`config.mk`:
```
export PLATFORM = sky130hd
export DESIGN_NAME = color_gradient_lookup
export DESIGN_NICKNAME = d
export VERILOG_FILES = /design/src/hdl/cgl_pkg.sv /design/src/hdl/cgl_seg.sv /design/src/hdl/cgl_blend.sv /design/src/hdl/cgl_div.sv /design/src/hdl/color_gradient_lookup.sv
export SDC_FILE = /design/constraint.sdc
export NUM_CORES = 2
export LEC_CHECK = 0
export BUFFER_PORTS_ARGS = -buffer_cell sky130_fd_sc_hd__buf_2
export CAP_MARGIN = 40
export CORE_ASPECT_RATIO = 1.1
export CORE_MARGIN = 5
export CORE_UTILIZATION = 45
export DETAILED_ROUTE_END_ITERATION = 6
export SYNTH_ARGS = -nofsm -noshare
export SYNTH_HDL_FRONTEND = slang
export SYNTH_SLANG_ARGS = --single-unit
```
`constraint.sdc`:
```
create_clock -name i_clk -period 38 [get_ports i_clk]
set_input_delay 0 -clock i_clk [delete_from_list [all_inputs] [get_ports i_clk]]
set_output_delay 0 -clock i_clk [all_outputs]
set_load 0.05 [all_outputs]
```
`src/hdl/cgl_pkg.sv`:
```
// Shared constants, types and register codes for the color gradient lookup.
package cgl_pkg;

    // Register file layout
    localparam int REG_STOPS  = 4;
    localparam int CNT_W      = 3;
    localparam int CFG_W      = 64;
    localparam int CFG_IDX_W  = 2;

    // Parameter defaults
    localparam int NUM_STOPS_DEF   = 4;
    localparam int SAMPLE_BITS_DEF = 16;

    // Datapath widths
    localparam int POS_W    = 16;
    localparam int COLOR_W  = 24;
    localparam int CHAN_W   = 8;
    localparam int NUM_CH   = 3;
    localparam int PROD_W   = CHAN_W + POS_W;    // channel times distance
    localparam int NUM_W    = PROD_W + 2;        // 2*num + d
    localparam int DEN_W    = POS_W + 1;         // 2*d
    localparam int QUO_W    = CHAN_W;            // one divider stage per quotient bit

    // Pipeline stage counts
    localparam int SEG_STAGES   = 2;
    localparam int BLEND_STAGES = 2;
    localparam int LATENCY      = SEG_STAGES + BLEND_STAGES + QUO_W;

    typedef logic [POS_W-1:0]   t_pos;
    typedef logic [COLOR_W-1:0] t_color;
    typedef logic [CHAN_W-1:0]  t_chan;

    typedef enum logic [CFG_IDX_W-1:0] {
        CFG_STOP_COUNT     = 2'd0,
        CFG_STOP_POSITIONS = 2'd1,
        CFG_COLORS_LOW     = 2'd2,
        CFG_COLORS_HIGH    = 2'd3
    } t_cfg_idx;

    // Selected segment: offset, span and end colors
    typedef struct packed {
        t_pos   n;
        t_pos   d;
        t_color c0;
        t_color c1;
        logic   ok;
    } t_seg;

    // Per-channel rounding fractions for the divider
    typedef struct packed {
        logic [NUM_CH-1:0][NUM_W-1:0] num;
        logic [DEN_W-1:0]             den;
        logic                         ok;
    } t_frac;

endpackage

```
`src/hdl/cgl_seg.sv`:
```
// Segment search: compares the sample to every stop and picks the blend segment.
module cgl_seg #(
    parameter int SAMPLE_BITS = cgl_pkg::SAMPLE_BITS_DEF,
    parameter int NUM_STOPS   = cgl_pkg::NUM_STOPS_DEF
) (
    input  logic                                         i_clk,
    input  logic                                         i_en,
    input  logic [SAMPLE_BITS-1:0]                       i_sample,
    input  logic [cgl_pkg::CNT_W-1:0]                    i_cnt,
    input  cgl_pkg::t_pos   [cgl_pkg::REG_STOPS-1:0]     i_pos,
    input  cgl_pkg::t_color [cgl_pkg::REG_STOPS-1:0]     i_color,
    output cgl_pkg::t_seg                                o_seg
);
    import cgl_pkg::*;

    localparam int USED  = (NUM_STOPS < REG_STOPS) ? NUM_STOPS : REG_STOPS;
    localparam int CMP_W = (SAMPLE_BITS > POS_W) ? SAMPLE_BITS : POS_W;

    logic [CMP_W-1:0] s_ext;
    logic [USED-1:0]  n_ge;
    logic [CMP_W-1:0] r_sample;
    logic [USED-1:0]  r_ge;

    logic   seg_found;
    t_pos   seg_p0;
    t_pos   seg_p1;
    t_color seg_c0;
    t_color seg_c1;
    logic   last_ge;
    t_color last_c;
    t_color fb_c;
    t_seg   n_seg;
    t_seg   r_seg;

    // Stage 1: sample against every stop position
    assign s_ext = CMP_W'(i_sample);

    always_comb begin
        for (int i = 0; i < USED; i++) begin
            n_ge[i] = s_ext >= CMP_W'(i_pos[i]);
        end
    end

    always_ff @(posedge i_clk) begin
        if (i_en) begin
            r_sample <= s_ext;
            r_ge     <= n_ge;
        end
    end

    // Stage 2: first segment with lower <= sample < upper, else end-stop fallback
    always_comb begin
        seg_found = 1'b0;
        seg_p0    = '0;
        seg_p1    = '0;
        seg_c0    = i_color[0];
        seg_c1    = i_color[0];
        last_ge   = 1'b0;
        last_c    = i_color[0];
        for (int i = 0; i < USED - 1; i++) begin
            if (!seg_found && (i + 1 < int'(i_cnt)) && r_ge[i] && !r_ge[i+1]) begin
                seg_found = 1'b1;
                seg_p0    = i_pos[i];
                seg_p1    = i_pos[i+1];
                seg_c0    = i_color[i];
                seg_c1    = i_color[i+1];
            end
        end
        for (int i = 0; i < USED; i++) begin
            if (i == int'(i_cnt) - 1) begin
                last_ge = r_ge[i];
                last_c  = i_color[i];
            end
        end
        fb_c = last_ge ? last_c : i_color[0];
        if (i_cnt == '0) begin
            fb_c = '0;
        end

        n_seg.ok = i_cnt != '0;
        if (seg_found) begin
            n_seg.n  = r_sample[POS_W-1:0] - seg_p0;
            n_seg.d  = seg_p1 - seg_p0;
            n_seg.c0 = seg_c0;
            n_seg.c1 = seg_c1;
        end else begin
            // flat color as a one-step blend: n = 0, d = 1
            n_seg.n  = '0;
            n_seg.d  = POS_W'(1);
            n_seg.c0 = fb_c;
            n_seg.c1 = fb_c;
        end
    end

    always_ff @(posedge i_clk) begin
        if (i_en) begin
            r_seg <= n_seg;
        end
    end

    assign o_seg = r_seg;

endmodule

```
`src/hdl/cgl_blend.sv`:
```
// Blend numerators: channel weights times distances, then rounded dividend and divisor.
module cgl_blend (
    input  logic           i_clk,
    input  logic           i_en,
    input  cgl_pkg::t_seg  i_seg,
    output cgl_pkg::t_frac o_frac
);
    import cgl_pkg::*;

    logic [NUM_CH-1:0][PROD_W-1:0] n_lo;
    logic [NUM_CH-1:0][PROD_W-1:0] n_hi;
    logic [NUM_CH-1:0][PROD_W-1:0] r_lo;
    logic [NUM_CH-1:0][PROD_W-1:0] r_hi;
    t_pos                          r_d;
    logic                          r_ok;
    logic [NUM_CH-1:0][PROD_W-1:0] sum;
    t_pos                          d_minus_n;
    t_frac                         n_frac;
    t_frac                         r_frac;

    // Stage 3: c0*(d-n) and c1*n per channel
    assign d_minus_n = i_seg.d - i_seg.n;

    always_comb begin
        for (int c = 0; c < NUM_CH; c++) begin
            n_lo[c] = PROD_W'(i_seg.c0[CHAN_W*c +: CHAN_W]) * PROD_W'(d_minus_n);
            n_hi[c] = PROD_W'(i_seg.c1[CHAN_W*c +: CHAN_W]) * PROD_W'(i_seg.n);
        end
    end

    always_ff @(posedge i_clk) begin
        if (i_en) begin
            r_lo <= n_lo;
            r_hi <= n_hi;
            r_d  <= i_seg.d;
            r_ok <= i_seg.ok;
        end
    end

    // Stage 4: dividend 2*num + d, divisor 2*d (round half up)
    always_comb begin
        for (int c = 0; c < NUM_CH; c++) begin
            sum[c]        = r_lo[c] + r_hi[c];
            n_frac.num[c] = NUM_W'({sum[c], 1'b0}) + NUM_W'(r_d);
        end
        n_frac.den = {r_d, 1'b0};
        n_frac.ok  = r_ok;
    end

    always_ff @(posedge i_clk) begin
        if (i_en) begin
            r_frac <= n_frac;
        end
    end

    assign o_frac = r_frac;

endmodule

```
`src/hdl/cgl_div.sv`:
```
// Pipelined restoring divider: one quotient bit per stage, 8-bit quotient.
module cgl_div (
    input  logic                      i_clk,
    input  logic                      i_en,
    input  logic [cgl_pkg::NUM_W-1:0] i_num,
    input  logic [cgl_pkg::DEN_W-1:0] i_den,
    output cgl_pkg::t_chan            o_quo
);
    import cgl_pkg::*;

    logic [NUM_W-1:0] r_rem [QUO_W-1];
    logic [DEN_W-1:0] r_den [QUO_W-1];
    logic [QUO_W-1:0] r_q   [QUO_W];

    for (genvar j = 0; j < QUO_W; j++) begin : g_stage
        logic [NUM_W-1:0] rem_in;
        logic [DEN_W-1:0] den_in;
        logic [QUO_W-1:0] q_in;
        logic [NUM_W-1:0] trial;
        logic             take;
        logic [QUO_W-1:0] n_q;

        if (j == 0) begin : g_first
            assign rem_in = i_num;
            assign den_in = i_den;
            assign q_in   = '0;
        end else begin : g_next
            assign rem_in = r_rem[j-1];
            assign den_in = r_den[j-1];
            assign q_in   = r_q[j-1];
        end

        // try divisor shifted to this quotient bit
        assign trial = NUM_W'(den_in) << (QUO_W - 1 - j);
        assign take  = rem_in >= trial;
        assign n_q   = q_in | (QUO_W'(take) << (QUO_W - 1 - j));

        always_ff @(posedge i_clk) begin
            if (i_en) begin
                r_q[j] <= n_q;
            end
        end

        if (j < QUO_W - 1) begin : g_carry
            logic [NUM_W-1:0] n_rem;
            assign n_rem = take ? (rem_in - trial) : rem_in;
            always_ff @(posedge i_clk) begin
                if (i_en) begin
                    r_rem[j] <= n_rem;
                    r_den[j] <= den_in;
                end
            end
        end
    end

    assign o_quo = r_q[QUO_W-1];

endmodule

```
`src/hdl/color_gradient_lookup.sv`:
```
// Pipeline: 2 search, 2 blend and 8 divider stages between input transfer and result.
// Throughput: one sample per cycle unless the result side stalls; the 8-stage divider per channel sets the depth.
// A stall on the result side freezes every stage together, so nothing is lost or repeated.
// Reset (synchronous, active low) clears the stage valid bits and all configuration
// registers; payload registers are not reset.
// Top level: configuration registers, pipeline control and the blend datapath.
module color_gradient_lookup #(
    parameter int NUM_STOPS   = cgl_pkg::NUM_STOPS_DEF,
    parameter int SAMPLE_BITS = cgl_pkg::SAMPLE_BITS_DEF
) (
    input  logic                          i_clk,
    input  logic                          i_rst_n,
    // sample channel
    input  logic                          i_valid,
    output logic                          o_ready,
    input  logic [SAMPLE_BITS-1:0]        i_sample,
    // color channel
    output logic                          o_valid,
    input  logic                          i_ready,
    output logic [cgl_pkg::CHAN_W-1:0]    o_red,
    output logic [cgl_pkg::CHAN_W-1:0]    o_green,
    output logic [cgl_pkg::CHAN_W-1:0]    o_blue,
    output logic                          o_color_valid,
    // configuration writes
    input  logic                          i_cfg_we,
    input  logic [cgl_pkg::CFG_IDX_W-1:0] i_cfg_index,
    input  logic [cgl_pkg::CFG_W-1:0]     i_cfg_data
);
    import cgl_pkg::*;

    localparam int USED     = (NUM_STOPS < REG_STOPS) ? NUM_STOPS : REG_STOPS;
    localparam int COLS_W   = 2 * COLOR_W;

    logic [CNT_W-1:0]           r_stop_count;
    logic [REG_STOPS*POS_W-1:0] r_positions;
    logic [COLS_W-1:0]          r_colors_low;
    logic [COLS_W-1:0]          r_colors_high;

    logic [CNT_W-1:0]           eff_cnt;
    t_pos   [REG_STOPS-1:0]     stop_pos;
    t_color [REG_STOPS-1:0]     stop_col;

    logic                       pipe_en;
    logic [LATENCY-1:0]         r_vld;
    logic [QUO_W-1:0]           r_ok;
    t_seg                       seg;
    t_frac                      frac;
    t_chan  [NUM_CH-1:0]        quo;

    // Configuration registers
    always_ff @(posedge i_clk) begin
        if (!i_rst_n) begin
            r_stop_count  <= '0;
            r_positions   <= '0;
            r_colors_low  <= '0;
            r_colors_high <= '0;
        end else if (i_cfg_we) begin
            case (t_cfg_idx'(i_cfg_index))
                CFG_STOP_COUNT:     r_stop_count  <= i_cfg_data[CNT_W-1:0];
                CFG_STOP_POSITIONS: r_positions   <= i_cfg_data[REG_STOPS*POS_W-1:0];
                CFG_COLORS_LOW:     r_colors_low  <= i_cfg_data[COLS_W-1:0];
                CFG_COLORS_HIGH:    r_colors_high <= i_cfg_data[COLS_W-1:0];
                default: ;
            endcase
        end
    end

    // Stop count clamped to the stops that exist
    assign eff_cnt  = (r_stop_count > CNT_W'(USED)) ? CNT_W'(USED) : r_stop_count;
    assign stop_pos = r_positions;
    assign stop_col = {r_colors_high, r_colors_low};

    // Pipeline control: all stages advance unless the result is held
    assign pipe_en = !r_vld[LATENCY-1] || i_ready;
    assign o_ready = pipe_en;

    always_ff @(posedge i_clk) begin
        if (!i_rst_n) begin
            r_vld <= '0;
        end else if (pipe_en) begin
            r_vld <= {r_vld[LATENCY-2:0], i_valid};
        end
    end

    // color_valid rides alongside the divider stages
    always_ff @(posedge i_clk) begin
        if (pipe_en) begin
            r_ok <= {r_ok[QUO_W-2:0], frac.ok};
        end
    end

    cgl_seg #(
        .SAMPLE_BITS (SAMPLE_BITS),
        .NUM_STOPS   (NUM_STOPS)
    ) u_seg (
        .i_clk    (i_clk),
        .i_en     (pipe_en),
        .i_sample (i_sample),
        .i_cnt    (eff_cnt),
        .i_pos    (stop_pos),
        .i_color  (stop_col),
        .o_seg    (seg)
    );

    cgl_blend u_blend (
        .i_clk  (i_clk),
        .i_en   (pipe_en),
        .i_seg  (seg),
        .o_frac (frac)
    );

    for (genvar c = 0; c < NUM_CH; c++) begin : g_chan
        cgl_div u_div (
            .i_clk (i_clk),
            .i_en  (pipe_en),
            .i_num (frac.num[c]),
            .i_den (frac.den),
            .o_quo (quo[c])
        );
    end

    // Result
    assign o_valid       = r_vld[LATENCY-1];
    assign o_red         = quo[2];
    assign o_green       = quo[1];
    assign o_blue        = quo[0];
    assign o_color_valid = r_ok[QUO_W-1];

    // Selected segment always has a nonzero span and an offset inside it
    a_seg_span: assert property (@(posedge i_clk) disable iff (!i_rst_n)
        r_vld[SEG_STAGES-1] |-> (seg.d != '0) && (seg.n < seg.d))
        else $error("segment span or offset out of range");

    // No stops: a result carries black and no color
    a_no_stops: assert property (@(posedge i_clk) disable iff (!i_rst_n)
        (o_valid && eff_cnt == '0) |-> (!o_color_valid && o_red == '0 &&
                                        o_green == '0 && o_blue == '0))
        else $error("result with no stops is not empty");

    // One stop: every result is that stop's color
    a_one_stop: assert property (@(posedge i_clk) disable iff (!i_rst_n)
        (o_valid && eff_cnt == CNT_W'(1)) |-> (o_color_valid &&
                                               {o_red, o_green, o_blue} == stop_col[0]))
        else $error("single stop result differs from its color");

endmodule

```
==> results.sh <==
export IMPL_critPathRequiredTime_ns=38.57
export IMPL_busiest_layer="met2"
export IMPL_io_buffer_count=113
export IMPL_pre_cts_slack_ns=29.64
export IMPL_setup_viol=0
export IMPL_viasPerCell=5.57
export IMPL_hold_viol=0
export IMPL_clkLatencyLatePin_ns=0.82
export IMPL_cts_resized_gates=0
export IMPL_ys_flop_type="edfxtp_1"
export IMPL_synth_fp_nets=11000
export IMPL_cts_inserted_buffers=151
export IMPL_drive_gt1_frac=0.0609
export IMPL_synth_compound_area_frac=0.128
export IMPL_violations="design-rule violations"
export IMPL_yosys_area_top_type="edfxtp_1"
export IMPL_postSynthCellCount=9539
export IMPL_clockBufferDepth=3
export IMPL_io_pins=114
export IMPL_ff2ff_path_depth=27
export IMPL_gr_usage_met2=0.478
export IMPL_finalSetupTns_ns=0
export IMPL_tritoncts_num_sinks=1282
export IMPL_avgSynthCellArea_sq_um=10.1
export IMPL_vias=70800
export IMPL_fill_cells=19400
export IMPL_clk_pin_slew_ns=0.06
export IMPL_grt_pass1_vias=73600
export IMPL_powerDensity_nw_per_um2=54.7
export IMPL_mappedNetlistArea_sq_um=96600
export IMPL_synth_adder_area_share=0.223
export IMPL_gr_total_overflow=0
export IMPL_synthMuxAreaShare=0.0115
export IMPL_drt_wl_total_um=287000
export IMPL_synth_edf_count=1107
export IMPL_synth_area_leaders="edfxtp_1, ha_1, fa_1"
export IMPL_cp_endpoint="u_blend.r_lo[47]"
export IMPL_ys_ff_latch=1282
export IMPL_critPathArrivalTime_ns=9.04
export IMPL_initial_core_util=0.452
export IMPL_cts_tree="built"
export IMPL_cp_max_fo=25
export IMPL_p_leak_nw=45.6
export IMPL_layout_setup_ws_ns=29.53
export IMPL_rr_endpoint="u_blend.r_lo[47]"
export IMPL_ys_warn_count=0
export IMPL_rsz0062_at_grt="false"
export IMPL_place_area_sq_um=101000
export IMPL_vdd_drop_max_uv=39.9
export IMPL_final_cells=12700
export IMPL_worst_pin_slew_ns=1.06
export IMPL_grt_max_degree=177
export IMPL_die_area_sq_um=224000
export IMPL_crit_top_cell="fa_1"
export IMPL_postCtsHoldBufs=182
export IMPL_postCtsSetupBuffers=0
export IMPL_cp_slowest_cell="edfxtp_1"
export IMPL_rows=178
export IMPL_clock_root_buffer="clkbuf_16"
export IMPL_slew_headroom=0.294
export IMPL_grt_pass1_wl_um=437000
export IMPL_synth_top_family_by_area="adder cells"
export IMPL_synth_commonest_cells="edfxtp_1, nand2_1, inv_1"
export IMPL_post_dp_hpwl_um=224000
export IMPL_r2r_start="u_seg.o_seg[65]"
export IMPL_min_path_type="in2reg"
export IMPL_remaining_drc_errors=25
export IMPL_syn_to_final_growth_pct=11.5
export IMPL_multi_input_area_sq_um=55400
export IMPL_die_h_um=496
export IMPL_post_route_min_period_ns=8.47
export IMPL_dr_pass1_iters=7
export IMPL_synth_xor_area_share=0.0541
export IMPL_period_share=0.223
export IMPL_dp_cells=12300
export IMPL_synth_simple_gate_area_frac=0.155
export IMPL_synthArstFlopShare=0
export IMPL_seq_area_sq_um=36700
export IMPL_core_sq_um=214000
export IMPL_drtAntennaViolNets=0
export IMPL_yosysMostFrequentCell="edfxtp_1"
export IMPL_fmax_mhz=118
export IMPL_cts_htree_levels=4
export IMPL_antenna_found_initial=6
export IMPL_routedWlPerCell_um=22.5
export IMPL_fin_worst_skew_ns=0.0278
export IMPL_design_area_sq_um=108000
export IMPL_startpoint_type="flop"
export IMPL_final_nets=11300
export IMPL_gp_congestion=0.998
export IMPL_status="complete, but fails checks"
export IMPL_crit_path_max_incr_delay_ns=0.91
export IMPL_detail_route_iter0_violations=4382
export IMPL_met3_usage=0.0310
export IMPL_startpoint="u_seg.o_seg[65]"
export IMPL_yosysUniqueCellTypes=88
export IMPL_grt_usage=0.256
export IMPL_use_met1=0.256
export IMPL_report_final_slew_viol_count=0
export IMPL_endpoint_kind="flop"
export IMPL_critical_path_class="reg2reg"
export IMPL_ys_seq_area_frac=0.381
export IMPL_die_x_um=452
export IMPL_reg2reg_slack_ns=29.53
export IMPL_cap_viol_max_count=0
export IMPL_post_synth_top_area_fraction=0.344
kinds of logic (layout without fill, tap and decap cells):
| family | after synthesis | count (layout) |
|---|---|---|
| AOI/OAI and AO/OA | 1891 | 1891 |
| xor gates and xnor gates | 596 | 596 |
| adders and majority gates | 1402 | 1402 |
| buffers and inverters | 1216 | 1597 |
| DFF | 1282 | 1282 |
| muxes | 104 | 104 |
| other | 0 | 7 |
| and+or+nand+nor | 3048 | 3048 |
registers in the layout, indices dropped and copies added (netlist names):
signal              count
u_blend.o_frac         92
r_colors_low           48
u_seg.o_seg            81
u_seg.r_ge              4
r_ok                    8
g_chan.u_div.r_den    105
u_blend.r_lo           72
u_seg.r_sample         16
r_colors_high          48
u_blend.r_hi           72
r_vld                  12
u_blend.r_d            16
g_chan.u_div.r_rem    532
r_stop_count            3
r_positions            64
u_blend.r_ok            1
g_chan.u_div.r_q      108
layer usage:
| metal | part of all wire | wire length [um] |
|---|---|---|
| met5 | 0.00010 | 29 |
| met3 | 0.038 | 10900 |
| met4 | 0.10 | 28700 |
| met1 | 0.34 | 98000 |
| met2 | 0.52 | 149000 |
report_power, final:
group / switching, mW / leakage [nW] / internal (mW)
Combinational: 1.28 / 29.2 / 0.944
Clock: 0.623 / 2.49 / 0.891
Sequential: 0.183 / 14.0 / 1.97
cell type report:
cell class              count  area share
clock inverters            97      0.0107
multi-input cells        7041       0.514
clock buffers             181      0.0370
flip-flops and latches   1282       0.341
diodes                      7    0.000163
repair buffers            399      0.0321
inverters                 920      0.0321
well taps                2790      0.0324
cells in the final DEF, fill, tap and decap left out, types with 76 or more instances in the layout:
cell type / n
a21boi_0: 214
a21o_1: 188
a21oi_1: 560
a222oi_1: 79
and2_1: 418
buf_2: 112
buf_4: 84
clkbuf_16: 154
dfxtp_1: 175
dlygate4sd3_1: 182
edfxtp_1: 1107
fa_1: 534
ha_1: 868
inv_1: 919
nand2_1: 1087
nand2b_1: 122
nand3_1: 138
nor2_1: 488
nor2b_1: 182
nor3_1: 179
o21a_1: 76
o21ai_0: 345
xnor2_1: 348
xor2_1: 242
worst max-delay path, delay by kind of cell, from the launching register on:
family                   cells  cell delay, ns
XOR/XNOR                     1            0.07
AND/OR/NAND/NOR              7            1.65
AO/OA/AOI/OAI               10            2.62
buffers and inverters        2            0.09
adder cells (fa/ha/maj)      7            2.88
flip-flops                   1            0.91
per-stage QoR:
stage / utilization / hold WS (ns) / total power [mW]
floorplan: - / 0.0989 / 3.77
global placement: 0.469 / 0.253 / 4.35
detailed placement: 0.471 / 0.256 / 4.39
CTS: 0.504 / 0.0000629 / 5.93
global route: 0.504 / 0.0445 / 6.28
finish: 0.504 / 0.0741 / 5.89
how the worst min path moves through the flow:
stage | start | endpoint | slack, ns | cells after the start
after floorplan | i_sample[0] | u_seg.r_sample[0] | 0.1 | 0
after global placement | i_cfg_data[56] | r_positions[56] | 0.25 | 3
after detailed placement | i_sample[0] | u_seg.r_sample[0] | 0.26 | 1
after CTS | i_cfg_data[15] | r_colors_low[15] | 0.00006 | 4
after global routing | i_cfg_data[15] | r_positions[15] | 0.04 | 4
final | i_cfg_data[30] | r_colors_high[30] | 0.07 | 4
Power figures use the tool's default switching activity.
